===== config.mk =====
export PLATFORM = sky130hd
export DESIGN_NAME = cellular_automaton_cave_step_core
export DESIGN_NICKNAME = d
export VERILOG_FILES = /design/src/cacs_pkg.sv /design/src/cacs_line_store.sv /design/src/cellular_automaton_cave_step_core.sv
export VERILOG_INCLUDE_DIRS = /design/src /design/src/src
export SDC_FILE = /design/constraint.sdc
export NUM_CORES = 1
export LEC_CHECK = 0
export BUFFER_PORTS_ARGS = -buffer_cell sky130_fd_sc_hd__buf_2
export CAP_MARGIN = 20
export CELL_PAD_IN_SITES_DETAIL_PLACEMENT = 0
export CELL_PAD_IN_SITES_GLOBAL_PLACEMENT = 2
export CORE_ASPECT_RATIO = 1.4
export CORE_UTILIZATION = 45
export CTS_CLUSTER_SIZE = 30
export DETAILED_ROUTE_END_ITERATION = 12
export GPL_ROUTABILITY_DRIVEN = 0
export PLACE_DENSITY = 0.9
export SLEW_MARGIN = 20
export SYNTH_ARGS = -nofsm -noshare
export SYNTH_HDL_FRONTEND = slang
export SYNTH_SLANG_ARGS = --single-unit
export TNS_END_PERCENT = 5

===== constraint.sdc =====
create_clock -name clk -period 14.9 [get_ports clk]
set_clock_uncertainty 0.05 [all_clocks]
set_input_delay 2.98 -clock clk [delete_from_list [all_inputs] [get_ports clk]]
set_output_delay 2.98 -clock clk [all_outputs]
set_load 0.02 [all_outputs]

===== src/cellular_automaton_cave_step_core_macros.svh =====
// ---------------------------------------------------------------------------
// Assertion macros for the cave step core
// Short forms for clocked implication checks, disabled while in reset.
// ---------------------------------------------------------------------------
`ifndef CELLULAR_AUTOMATON_CAVE_STEP_CORE_MACROS_SVH
`define CELLULAR_AUTOMATON_CAVE_STEP_CORE_MACROS_SVH

// Same-cycle implication
`define CACS_ASSERT_IMPL(label, ante, cons) \
  label: assert property (@(posedge clk) disable iff (!rst_n) (ante) |-> (cons)) \
    else $error("cacs: same-cycle check failed");

// Next-cycle implication
`define CACS_ASSERT_NEXT(label, ante, cons) \
  label: assert property (@(posedge clk) disable iff (!rst_n) (ante) |=> (cons)) \
    else $error("cacs: next-cycle check failed");

`endif


===== src/cacs_pkg.sv =====
// ---------------------------------------------------------------------------
// Cave step core package
// Sizes, register codes, line store structs and the cell rule.
// ---------------------------------------------------------------------------
package cacs_pkg;

  // Map limits
  localparam int MAX_ROW_LENGTH = 64;
  localparam int MAX_ROW_COUNT  = 1024;

  // Derived widths
  localparam int COL_W     = $clog2(MAX_ROW_LENGTH);
  localparam int LEN_W     = $clog2(MAX_ROW_LENGTH + 1);
  localparam int ROWS_W    = $clog2(MAX_ROW_COUNT + 1);
  localparam int IN_ROW_W  = $clog2(MAX_ROW_COUNT + 3);
  localparam int OUT_ROW_W = $clog2(MAX_ROW_COUNT);

  // Register field widths
  localparam int ROW_LENGTH_W = 7;
  localparam int ROW_COUNT_W  = 11;
  localparam int LIMIT_W      = 4;
  localparam int CFG_DATA_W   = 11;
  localparam int CFG_INDEX_W  = 2;

  // Register reset values
  localparam logic [ROW_LENGTH_W-1:0] RST_ROW_LENGTH = 7'd64;
  localparam logic [ROW_COUNT_W-1:0]  RST_ROW_COUNT  = 11'd64;
  localparam logic [LIMIT_W-1:0]      RST_SURVIVE    = 4'd4;
  localparam logic [LIMIT_W-1:0]      RST_BIRTH      = 4'd5;

  // Register indexes
  typedef enum logic [CFG_INDEX_W-1:0] {
    REG_ROW_LENGTH      = 2'd0,
    REG_ROW_COUNT       = 2'd1,
    REG_SURVIVE_LIMIT   = 2'd2,
    REG_BIRTH_THRESHOLD = 2'd3
  } cfg_reg_t;

  // Request actions
  localparam logic ACT_CELL  = 1'b0;
  localparam logic ACT_DRAIN = 1'b1;

  // Window masks, bit 3*column + row
  localparam logic [8:0] MASK_NEIGHBORS = 9'h1EF;
  localparam logic [8:0] MASK_TOP       = 9'h049;
  localparam logic [8:0] MASK_BOTTOM    = 9'h124;
  localparam logic [8:0] MASK_LEFT      = 9'h007;
  localparam logic [8:0] MASK_RIGHT     = 9'h1C0;

  // Line store write and read groups
  typedef struct packed {
    logic             en;
    logic [COL_W-1:0] addr;
    logic             old_bit;
    logic             new_bit;
  } ls_wr_t;

  typedef struct packed {
    logic old_bit;
    logic new_bit;
  } ls_rd_t;

  // Clamp row length into the supported range
  function automatic logic [LEN_W-1:0] eff_length(input logic [ROW_LENGTH_W-1:0] rl);
    logic [LEN_W-1:0] w;
    if (rl < ROW_LENGTH_W'(3)) begin
      w = LEN_W'(3);
    end else if (int'(rl) > MAX_ROW_LENGTH) begin
      w = LEN_W'(MAX_ROW_LENGTH);
    end else begin
      w = LEN_W'(rl);
    end
    return w;
  endfunction

  // Clamp row count into the supported range
  function automatic logic [ROWS_W-1:0] eff_rows(input logic [ROW_COUNT_W-1:0] rc);
    logic [ROWS_W-1:0] h;
    if (rc < ROW_COUNT_W'(3)) begin
      h = ROWS_W'(3);
    end else if (int'(rc) > MAX_ROW_COUNT) begin
      h = ROWS_W'(MAX_ROW_COUNT);
    end else begin
      h = ROWS_W'(rc);
    end
    return h;
  endfunction

  // Apply the birth/survive rule to a masked window
  function automatic logic next_cell(input logic [8:0] win, input logic [8:0] mask,
                                     input logic [LIMIT_W-1:0] survive,
                                     input logic [LIMIT_W-1:0] birth);
    logic [LIMIT_W-1:0] cnt;
    logic [8:0]         hits;
    logic               alive;
    hits = win & mask;
    cnt  = '0;
    for (int i = 0; i < 9; i++) begin
      cnt = cnt + LIMIT_W'(hits[i]);
    end
    if (win[4]) begin
      alive = (cnt >= survive);
    end else begin
      alive = (cnt >= birth);
    end
    return alive;
  endfunction

endpackage


===== src/cacs_line_store.sv =====
// ---------------------------------------------------------------------------
// Cave step line store
// Two one-bit row memories with per-entry valid bits, one write port and
// a registered read port that forwards a same-address write.
// ---------------------------------------------------------------------------
`include "cellular_automaton_cave_step_core_macros.svh"

module cacs_line_store (
  input  logic                      clk,
  input  logic                      rst_n,
  input  cacs_pkg::ls_wr_t          wr,
  input  logic [cacs_pkg::COL_W-1:0] rd_addr,
  output cacs_pkg::ls_rd_t          rd
);
  import cacs_pkg::*;

  logic                      old_mem [MAX_ROW_LENGTH];
  logic                      new_mem [MAX_ROW_LENGTH];
  logic [MAX_ROW_LENGTH-1:0] vld_r;
  ls_rd_t                    rd_r;

  // Write both rows at one column
  always_ff @(posedge clk) begin
    if (wr.en) begin
      old_mem[wr.addr] <= wr.old_bit;
      new_mem[wr.addr] <= wr.new_bit;
    end
  end

  // Mark written columns
  always_ff @(posedge clk) begin
    if (!rst_n) begin
      vld_r <= '0;
    end else if (wr.en) begin
      vld_r[wr.addr] <= 1'b1;
    end
  end

  // Prefetch the next column, forward a write to the same column
  always_ff @(posedge clk) begin
    if (!rst_n) begin
      rd_r <= '0;
    end else if (wr.en && (wr.addr == rd_addr)) begin
      rd_r <= '{old_bit: wr.old_bit, new_bit: wr.new_bit};
    end else if (vld_r[rd_addr]) begin
      rd_r <= '{old_bit: old_mem[rd_addr], new_bit: new_mem[rd_addr]};
    end else begin
      rd_r <= '0;
    end
  end

  assign rd = rd_r;

  `CACS_ASSERT_NEXT(a_fwd_old, wr.en && (wr.addr == rd_addr), rd_r.old_bit == $past(wr.old_bit))
  `CACS_ASSERT_NEXT(a_fwd_new, wr.en && (wr.addr == rd_addr), rd_r.new_bit == $past(wr.new_bit))
  `CACS_ASSERT_NEXT(a_vld_set, wr.en, vld_r[$past(wr.addr)])

endmodule


===== src/cellular_automaton_cave_step_core.sv =====
// Results: each is registered in the output register, or the skid if the output is held;
//   results trail their cells by one row plus one cell of requests.
// Throughput: one request per cycle, set by the registered line store prefetch, unless
//   in_stall holds it; each configuration write raises in_stall to refetch the column.
// Reset (synchronous, rst_n low): clears counters, window, store valid bits,
//   output and skid valids, and loads register defaults.
// ---------------------------------------------------------------------------
// Cave step core
// One birth/death generation over a raster-streamed binary map, with a
// 3x3 window, a two-row line store and a two-entry output buffer.
// ---------------------------------------------------------------------------
`include "cellular_automaton_cave_step_core_macros.svh"

module cellular_automaton_cave_step_core (
  input  logic                             clk,
  input  logic                             rst_n,
  input  logic                             cfg_we,
  input  logic [cacs_pkg::CFG_INDEX_W-1:0] cfg_index,
  input  logic [cacs_pkg::CFG_DATA_W-1:0]  cfg_data,
  input  logic                             in_valid,
  output logic                             in_stall,
  input  logic                             in_action,
  input  logic                             in_cell_alive,
  output logic                             out_valid,
  input  logic                             out_stall,
  output logic                             out_next_alive,
  output logic                             out_frame_end
);
  import cacs_pkg::*;

  // Configuration
  logic [ROW_LENGTH_W-1:0] row_length_r;
  logic [ROW_COUNT_W-1:0]  row_count_r;
  logic [LIMIT_W-1:0]      survive_r;
  logic [LIMIT_W-1:0]      birth_r;
  logic                    cfg_hold_r;

  // Position and window state
  logic [COL_W-1:0]     in_col_r, in_col_nxt;
  logic [IN_ROW_W-1:0]  in_row_r, in_row_nxt;
  logic [COL_W-1:0]     out_col_r, out_col_nxt;
  logic [OUT_ROW_W-1:0] out_row_r, out_row_nxt;
  logic [8:0]           win_r, win_nxt;

  // Output buffer
  logic out_vld_r, out_alive_r, out_end_r;
  logic skid_vld_r, skid_alive_r, skid_end_r;

  // Step signals
  logic [LEN_W-1:0]  w;
  logic [ROWS_W-1:0] h;
  logic              acc, drain, full, proc, emit, last, cell_bit, res_alive, res_vld;
  logic              at_top, at_bottom, at_left, at_right;
  logic [COL_W-1:0]  col_c, ocol_c, rd_addr;
  logic [LEN_W-1:0]  col_inc, ocol_inc;
  logic [8:0]        win_shift, mask;
  logic              out_take;
  ls_wr_t            ls_wr;
  ls_rd_t            ls_rd;

  cacs_line_store u_line_store (
    .clk     (clk),
    .rst_n   (rst_n),
    .wr      (ls_wr),
    .rd_addr (rd_addr),
    .rd      (ls_rd)
  );

  // Hold input while the skid is full or a column refetch is due
  assign in_stall = skid_vld_r || cfg_hold_r;
  assign acc      = in_valid && !in_stall;

  // Write configuration registers
  always_ff @(posedge clk) begin
    if (!rst_n) begin
      row_length_r <= RST_ROW_LENGTH;
      row_count_r  <= RST_ROW_COUNT;
      survive_r    <= RST_SURVIVE;
      birth_r      <= RST_BIRTH;
      cfg_hold_r   <= 1'b0;
    end else begin
      cfg_hold_r <= cfg_we;
      if (cfg_we) begin
        unique case (cfg_reg_t'(cfg_index))
          REG_ROW_LENGTH:      row_length_r <= cfg_data[ROW_LENGTH_W-1:0];
          REG_ROW_COUNT:       row_count_r  <= cfg_data[ROW_COUNT_W-1:0];
          REG_SURVIVE_LIMIT:   survive_r    <= cfg_data[LIMIT_W-1:0];
          REG_BIRTH_THRESHOLD: birth_r      <= cfg_data[LIMIT_W-1:0];
          default: ;
        endcase
      end
    end
  end

  // Decode one request
  always_comb begin
    w        = eff_length(row_length_r);
    h        = eff_rows(row_count_r);
    col_c    = (LEN_W'(in_col_r) >= w) ? '0 : in_col_r;
    ocol_c   = (LEN_W'(out_col_r) >= w) ? '0 : out_col_r;
    drain    = (in_action == ACT_DRAIN);
    full     = (in_row_r >= IN_ROW_W'(h));
    proc     = drain ? full : !full;
    cell_bit = drain ? 1'b0 : in_cell_alive;
    emit     = (in_row_r >= IN_ROW_W'(2)) || ((in_row_r == IN_ROW_W'(1)) && (col_c != '0));

    win_shift = {cell_bit, ls_rd.new_bit, ls_rd.old_bit, win_r[8:3]};

    // Mask off-map neighbors
    at_top    = (out_row_r == '0);
    at_bottom = (ROWS_W'(out_row_r) + ROWS_W'(1) >= h);
    at_left   = (ocol_c == '0);
    at_right  = (LEN_W'(ocol_c) + LEN_W'(1) >= w);
    mask      = MASK_NEIGHBORS;
    if (at_top)    mask = mask & ~MASK_TOP;
    if (at_bottom) mask = mask & ~MASK_BOTTOM;
    if (at_left)   mask = mask & ~MASK_LEFT;
    if (at_right)  mask = mask & ~MASK_RIGHT;

    res_alive = next_cell(win_shift, mask, survive_r, birth_r);
    last      = at_bottom && at_right;
    res_vld   = acc && proc && emit;

    col_inc  = LEN_W'(col_c) + LEN_W'(1);
    ocol_inc = LEN_W'(ocol_c) + LEN_W'(1);

    // Advance positions
    in_col_nxt  = in_col_r;
    in_row_nxt  = in_row_r;
    out_col_nxt = out_col_r;
    out_row_nxt = out_row_r;
    win_nxt     = win_r;
    if (acc) begin
      in_col_nxt  = col_c;
      out_col_nxt = ocol_c;
      if (proc) begin
        win_nxt = win_shift;
        if (col_inc >= w) begin
          in_col_nxt = '0;
          in_row_nxt = in_row_r + IN_ROW_W'(1);
        end else begin
          in_col_nxt = col_inc[COL_W-1:0];
        end
        if (emit) begin
          if (last) begin
            in_col_nxt  = '0;
            in_row_nxt  = '0;
            out_col_nxt = '0;
            out_row_nxt = '0;
          end else if (ocol_inc >= w) begin
            out_col_nxt = '0;
            out_row_nxt = out_row_r + OUT_ROW_W'(1);
          end else begin
            out_col_nxt = ocol_inc[COL_W-1:0];
          end
        end
      end
    end

    // Shift rows down the line store and prefetch the next column
    ls_wr.en      = acc && proc;
    ls_wr.addr    = col_c;
    ls_wr.old_bit = ls_rd.new_bit;
    ls_wr.new_bit = cell_bit;
    rd_addr       = (LEN_W'(in_col_nxt) >= w) ? '0 : in_col_nxt;
  end

  // Hold position and window
  always_ff @(posedge clk) begin
    if (!rst_n) begin
      in_col_r  <= '0;
      in_row_r  <= '0;
      out_col_r <= '0;
      out_row_r <= '0;
      win_r     <= '0;
    end else begin
      in_col_r  <= in_col_nxt;
      in_row_r  <= in_row_nxt;
      out_col_r <= out_col_nxt;
      out_row_r <= out_row_nxt;
      win_r     <= win_nxt;
    end
  end

  // Output register with a skid stage behind it
  assign out_take = out_vld_r && !out_stall;

  always_ff @(posedge clk) begin
    if (!rst_n) begin
      out_vld_r  <= 1'b0;
      skid_vld_r <= 1'b0;
    end else if (skid_vld_r) begin
      if (out_take) begin
        skid_vld_r <= 1'b0;
      end
    end else if (res_vld) begin
      if (out_vld_r && !out_take) begin
        skid_vld_r <= 1'b1;
      end else begin
        out_vld_r <= 1'b1;
      end
    end else if (out_take) begin
      out_vld_r <= 1'b0;
    end
  end

  always_ff @(posedge clk) begin
    if (skid_vld_r) begin
      if (out_take) begin
        out_alive_r <= skid_alive_r;
        out_end_r   <= skid_end_r;
      end
    end else if (res_vld) begin
      if (out_vld_r && !out_take) begin
        skid_alive_r <= res_alive;
        skid_end_r   <= last;
      end else begin
        out_alive_r <= res_alive;
        out_end_r   <= last;
      end
    end
  end

  assign out_valid      = out_vld_r;
  assign out_next_alive = out_alive_r;
  assign out_frame_end  = out_end_r;

  `CACS_ASSERT_IMPL(a_skid_behind_out, skid_vld_r, out_vld_r)
  `CACS_ASSERT_NEXT(a_frame_restart, res_vld && last, (in_row_r == '0) && (out_row_r == '0) && (out_col_r == '0))
  `CACS_ASSERT_NEXT(a_ignored_keeps_window, acc && !proc, $stable(win_r))

endmodule


=== After elaboration in Yosys (flattened, before gate mapping) ===
Memories as Yosys holds them, arrays and structs flattened.
Index checks and enable logic that the tools add are counted.

* RAM bits: 128
* Register bits after elaboration: 141
* Memories kept: 2
* Output and inout bits: 4
* Word-level logic and storage cells: 144

{| class="wikitable"
|+ Memories
! memory !! words !! bits a word !! rd ports !! clocked after memory_dff !! write ports !! RTL line !! RTL
|-
| u_line_store.new_mem || 64 || 1 || 1 || 0 || 1 || cacs_line_store.sv:18 || <nowiki>logic new_mem [MAX_ROW_LENGTH];</nowiki>
|-
| u_line_store.old_mem || 64 || 1 || 1 || 0 || 1 || cacs_line_store.sv:17 || <nowiki>logic old_mem [MAX_ROW_LENGTH];</nowiki>
|}

* Add/sub/neg operators: 13
* Order comparisons: 17
* Bitwise gates (word level): 3
* Reduce and logical (&&, ||, !) cells: 31
* Multiplexer cells: 51
* Eq/ne operators: 8

{| class="wikitable"
|+ Operator list
! cell !! number
|-
| 6-bit 2-to-1 mux || 12
|-
| 64-bit bitwise OR || 1
|-
| 11-bit 2-to-1 mux || 5
|-
| 11-bit greater-or-equal comparator || 2
|-
| 1-bit 2-to-1 mux || 22
|-
| 6-bit by 7-bit greater-or-equal comparator with 1-bit output || 3
|-
| 7-bit 2-to-1 mux || 3
|-
| 4-bit by 1-bit adder with 4-bit output || 5
|-
| 10-bit 2-to-1 mux || 2
|-
| 9-bit 2-to-1 mux || 2
|-
| 6-bit by 1-bit adder with 7-bit output (second input constant) || 2
|-
| 7-bit greater-or-equal comparator || 2
|-
| 6-bit by 7-bit < comparator with 1-bit output (second input constant) || 2
|-
| 10-bit by 1-bit adder with 11-bit output (second input constant) || 1
|-
| 11-bit by 1-bit adder with 11-bit output (second input constant) || 1
|-
| 11-bit by 1-bit equality test with 1-bit output (second input constant) || 1
|-
| 11-bit by 2-bit greater-or-equal comparator with 1-bit output (second input constant) || 1
|-
| 11-bit greater-than comparator (second input constant) || 1
|-
| 11-bit by 2-bit < comparator with 1-bit output (second input constant) || 1
|-
| 10-bit by 1-bit adder with 10-bit output (second input constant) || 1
|-
| 10-bit logical NOT || 1
|-
| 2-bit AND reduction || 5
|-
| 9-bit bitwise AND || 1
|-
| 1-bit logical AND || 9
|-
| 25 further kinds || 37
|}

=== Longest topological paths before layout ===
* Depth in word-level cells: 22
* Depth in mapped cells: 45
* Depth with buffers taken out: 37

=== Hierarchy ===
A second synthesis with hierarchy kept.

* Cells, all modules: 1,159
* Area total of the unflattened synthesis: 13,098.8 sq um

{| class="wikitable"
|+ Modules (own cells, without submodules)
! module !! times used !! area an instance (sq um) !! seq. area each (sq um) !! cells each
|-
| cacs_line_store || 1 || 7,777.5 || 5,165.0 || 505
|-
| cellular_automaton_cave_step_core || 1 || 5,321.4 || 1,481.4 || 654
|}

=== Worst setup path after synthesis ===
No wires, ideal clock.

* Path type: flip-flop to flip-flop
* Start: register row_length_r[2]
* End: register u_line_store.rd_r, in the netlist u_line_store.rd[1]
* Data required time: 14.733 ns
* Data arrival time: 7.519 ns
* Library setup time: 0.117 ns
* Path buffers: 6
* Cell stages (with the launch flop): 42
* Slack: 7.215 ns
* Cell sequence: dfxtp_1 nor4_1 nor2_1 nor2_1 ha_1 nand2b_1 a21o_1 a21oi_1 nor2b_1 o21ai_0 nand2b_1 a21oi_1 nor2_1 clkbuf_1 nor2b_1 ha_1 nand3_1 xor2_1 (+6 left out) buf_4 inv_2 buf_6 buf_4 ha_1 nand2b_1 a211oi_1 o32a_2 buf_2 nand3_1 a31oi_1 a22oi_2 buf_6 mux2_1 a2111oi_0 nand2_1 o31a_1 a22o_1

* Word-level cells in the longest chain between the ends: 18
* Elaborated cells on any way between the ends: 30
* Those cells by class: add/sub (2); order compare (7); eq/ne (1); mux (14); reduce/logical (5); memory (1)

{| class="wikitable"
|+ Ends and longest elaborated chain
! item !! RTL line !! RTL
|-
| from (decl) || cellular_automaton_cave_step_core.sv:32 || <nowiki>logic [ROW_LENGTH_W-1:0] row_length_r;</nowiki>
|-
| from (signal assigned) || cellular_automaton_cave_step_core.sv:85 || <nowiki>REG_ROW_LENGTH: row_length_r <= cfg_data[ROW_LENGTH_W-1:0];</nowiki>
|-
| 7-bit greater-than comparator || cacs_pkg.sv:68 || <nowiki>end else if (int'(rl) > MAX_ROW_LENGTH) begin</nowiki>
|-
| 7-bit 2-to-1 mux || cacs_pkg.sv:68 ||
|-
| 7-bit 2-to-1 mux (*) || cacs_pkg.sv:66 || <nowiki>if (rl < ROW_LENGTH_W'(3)) begin</nowiki>
|-
| 6-bit by 7-bit greater-or-equal comparator with 1-bit output, on equally long branches || cellular_automaton_cave_step_core.sv:99, cellular_automaton_cave_step_core.sv:100 ||
|-
| 6-bit 2-to-1 mux, on equally long branches || cellular_automaton_cave_step_core.sv:99, cellular_automaton_cave_step_core.sv:100 ||
|-
| 6-bit by 1-bit adder with 7-bit output, on equally long branches || cellular_automaton_cave_step_core.sv:124, cellular_automaton_cave_step_core.sv:113 ||
|-
| 7-bit greater-or-equal comparator, on equally long branches || cellular_automaton_cave_step_core.sv:138, cellular_automaton_cave_step_core.sv:113 ||
|-
| 6-bit 2-to-1 mux or 1-bit logical AND (tied branches) || cellular_automaton_cave_step_core.sv:138, cellular_automaton_cave_step_core.sv:121 ||
|-
| (+2 left out) || - ||
|-
| 6-bit 2-to-1 mux || cellular_automaton_cave_step_core.sv:136 || <nowiki>if (proc) begin</nowiki>
|-
| 6-bit 2-to-1 mux || cellular_automaton_cave_step_core.sv:133 || <nowiki>if (acc) begin</nowiki>
|-
| 6-bit by 7-bit greater-or-equal comparator with 1-bit output || cellular_automaton_cave_step_core.sv:165 || <nowiki>rd_addr = (LEN_W'(in_col_nxt) >= w) ? '0 : in_col_nxt;</nowiki>
|-
| 6-bit 2-to-1 mux || cellular_automaton_cave_step_core.sv:165 ||
|-
| 1-bit binary-select mux with 6-bit select || cacs_line_store.sv:45 || <nowiki>end else if (vld_r[rd_addr]) begin</nowiki>
|-
| 1-bit 2-to-1 mux (implied by the code) || cacs_line_store.sv:45 ||
|-
| 2-bit 2-to-1 mux || cacs_line_store.sv:45 ||
|-
| 2-bit 2-to-1 mux (*) || cacs_line_store.sv:43 || <nowiki>end else if (wr.en && (wr.addr == rd_addr)) begin</nowiki>
|-
| to (signal assigned) || cacs_line_store.sv:44 || <nowiki>rd_r <= '{old_bit: wr.old_bit, new_bit: wr.new_bit};</nowiki>
|-
| to (signal assigned) || cacs_line_store.sv:46 || <nowiki>rd_r <= '{old_bit: old_mem[rd_addr], new_bit: new_mem[rd_addr]};</nowiki>
|-
| to (decl) || cacs_line_store.sv:20 || <nowiki>ls_rd_t rd_r;</nowiki>
|}

Mark *: on every way between the ends. The rest lies on a longest branch, timed or not. The select of a mux whose other input is x is not followed.
A chain may end at the register's enable or synchronous reset.

=== Worst setup path in the final report ===
* Start: register row_length_r[2]
* End: register u_line_store.rd_r, in the netlist u_line_store.rd[0]

Same word-level chain as after synthesis.

==> results.md <==
• 0.248 — total track usage
• 0.128 mV — worst vdd ir
• 24 — number of placed I/O pins
• flip-flop — Critical Path Sink Type
• 0 — # Post-CTS Setup Buffers
• 9.52% — Layout Area Growth over Synthesis
• 0 — async set-or-reset flop fraction in the synthesized netlist
• 0 — Slew Limit Fails
• nor2_1 — most instantiated library cell after synthesis
• 0 — global route total overflow
• 91 — library cells used by synthesis
• 5 — drt first pass iters
• 3 — maximum number of buffers from clock root to sink
• 0 — Post-DRT Antenna Nets
• edfxtp_1 (29%), dfxtp_1 (20%), nor2_1 (7.2%) — top cells by area, synth
• reg2reg — path class of the lowest-slack min-delay path
• clkbuf_16 — root buffer cell
• 0.0148 mm2 — post-route cell area
• 266 — Seq cells post-synth
• 1363 — Gate Count Post-Synth
• 35 — number of cells on the worst reg-to-reg path
• 520 ps — clock latency at the later pin of the worst-skew pair
• 0.688 — final worst path period share
• 96 — largest net degree at the start of global routing
• 26 — number of CTS-inserted buffers
• 0.0294 mm2 — Std-Cell Core Area
• 0.293 — post-synth top area share
• reg2reg — Critical Setup Path Class
• flip-flop — Worst Setup Start Kind
• 0 — DRC violations left
• 207 um — die span in y
• 0 — number of antenna violations at the first check in global routing
• 0 — setup-violating endpoint count in the final report
• dfxtp_1 — ys flop type
• 0 — post-CTS resize count
• 60 ps — clock-pin slew on the worst setup and hold paths
• 1461 — net count of the mapped netlist
• 943 ps — transition time at the pin with the least slew margin
• 1462 — final net count
• 1 — H-tree Lvls
• 0.0896 — share of cells above drive strength 1
• edfxtp_1 — largest area contributor in the netlist
• 59 — critical-path maximum fanout
• 5.81 — via count normalized by instance count
• 25800 um — dpl hpwl
• 0.371 — Max transition margin
• a31o_4 — Crit-path slowest cell
• 0 — hold buffer count at CTS
• 0 — antenna diode count
• 10630 ps — WP data arrival
• 0 — YS warnings
• 9.93 um2 — mean post-synth cell area
• 672 — Starting DRT DRC Count
• 110 mW/mm2 — power density over cell area
• 0.0308 mm2 — Total Die Area
• 149 um — Die W
• 0.491 — share of the yosys chip area belonging to registers
• 0 — hold violation count in the final report
• 10.5k — vias in the first global route
• 5.65 nW — leakage dissipation
• 10.3k — Vias
• 0.0975 GHz — Achievable Freq
• ha_1 — most prevalent standard cell on the critical path
• 10250 ps — final period demand of the worst path
• completed — status
• 132 — number of enable flip-flop cells after synthesis
• 4650 ps — Register-to-Register Setup Slack
• 266 — clock sink count
• 23 — Buffers on Ports
• 2735 — layout filler cell count
• 770 ps — stage delay of the slowest cell on the critical path
• 0.0139 mm2 — placed cell area
• built — clock tree from TritonCTS
• nor2_1 (260), dfxtp_1 (134), edfxtp_1 (132) — top cells by instance count after synthesis
• 0 — max-cap viol count
• 37600 um — Routed Wire Length
• 0 ps — Total Negative Setup Slacks
• 59000 um — wire length of the first global-routing pass
• 2 — worst hold stages
• 15280 ps — required time of the critical path
• 0.0135 mm2 — post-synthesis instance area
• 21.3 um — wire length per cell
• no — unrepaired setup endpoints after global routing
• 0.461 — initial core utilization
• 74 — number of placement rows
-- flip-flops by register name, indices dropped and copies added, names as in the netlist, 2 cells and up --
| signal | flops |
|---|---|
| birth_r | 4 |
| out_row_r | 10 |
| out_col_r | 6 |
| win_r | 6 |
| u_line_store.vld_r | 64 |
| in_col_r | 6 |
| survive_r | 4 |
| row_count_r | 11 |
| u_line_store.new_mem | 64 |
| in_row_r | 11 |
| u_line_store.rd | 2 |
| u_line_store.old_mem | 64 |
| row_length_r | 7 |
-- area by class of cell --
type / count / area (um2) / area share
Sequential cell: 266 / 6650 / 0.448
Multi-Input combinational cell: 994 / 6440 / 0.434
Clock buffer: 37 / 754 / 0.0509
Tap cell: 380 / 475 / 0.0321
Timing Repair Buffer: 39 / 239 / 0.0161
Inverter: 37 / 140 / 0.00945
Clock inverter: 11 / 129 / 0.00869
-- placed cells by master, fill, tap and decap left out, types with 5 or more instances in the layout --
cell / instances
a31oi_1: 9
ha_1: 74
inv_1: 33
nor2_1: 260
nand2_1: 126
o211ai_1: 5
xor2_1: 15
clkinv_2: 8
mux2i_1: 72
nand4_1: 11
nand3_1: 53
nand3b_1: 10
nor2b_1: 8
buf_2: 23
o22ai_1: 12
o21ai_0: 32
clkbuf_1: 7
nor4_1: 10
nand2b_1: 9
edfxtp_1: 132
buf_4: 15
a211oi_1: 12
a32oi_1: 8
o21a_1: 18
a22oi_1: 5
mux2_2: 5
nor3_1: 27
xnor2_1: 13
clkbuf_16: 28
a21o_1: 8
a21oi_1: 52
and2_1: 8
or3_1: 5
and3_1: 16
o21ai_1: 13
a221oi_1: 12
dfxtp_1: 133
a22o_1: 5
-- critical path, delay by kind of cell (launching register included) --
| kind | cells | cell delay, ps |
|---|---|---|
| AO/OA/AOI/OAI | 18 | 5210 |
| adder cells (fa/ha/maj) | 4 | 1220 |
| buffers and inverters | 3 | 780 |
| flip-flops | 1 | 320 |
| AND/OR/NAND/NOR | 10 | 2510 |
-- per-stage QoR --
| step | hold slack, ps | power [W] | setup WS, ps | cells | utilization |
|---|---|---|---|---|---|
| finish | 410 | 0.00163 | 4650 | 1764 | 0.505 |
| global route | 441 | 0.00169 | 3920 | 1764 | 0.505 |
| CTS | 412 | 0.00165 | 4750 | 1764 | 0.505 |
| detailed placement | 403 | 0.000973 | 4770 | 1716 | 0.475 |
| global placement | 397 | 0.000971 | 4990 | 1716 | 0.475 |
| floorplan | 382 | 0.000918 | 7210 | 1363 | - |
-- metal layers --
metal / wire [um] / GRT usage
met1: 14500 / 0.284
met2: 19200 / 0.444
met3: 1670 / 0.0303
met4: 2170 / 0.136
met5: 0 / 0
-- final timing paths --
check | from | end
min | win_r[4] | win_r[4]
min reg2reg | win_r[4] | win_r[4]
max | row_length_r[2] | u_line_store.rd[0]
max reg2reg | row_length_r[2] | u_line_store.rd[0]
-- cell families (layout without fill, tap and decap cells) --
family / Yosys count / count (layout) / synth area share
AND/OR/NAND/NOR: 559 / 559 / 0.184
flip-flops: 266 / 266 / 0.491
AO/OA/AOI/OAI: 249 / 249 / 0.136
buffers and inverters: 103 / 124 / 0.0354
multiplexers: 79 / 79 / 0.0599
adder cells (fa/ha/maj): 78 / 78 / 0.0743
XOR/XNOR: 29 / 29 / 0.0193
-- report_power, final --
| part | switching [W] | total (W) | internal [W] |
|---|---|---|---|
| clock network | 0.000272 | 0.000676 | 0.000404 |
| registers | 0.00000540 | 0.000783 | 0.000778 |
| logic | 0.000120 | 0.000173 | 0.0000535 |
| total | 0.000397 | 0.00163 | 0.00124 |
Power figures use the tool's default switching activity.
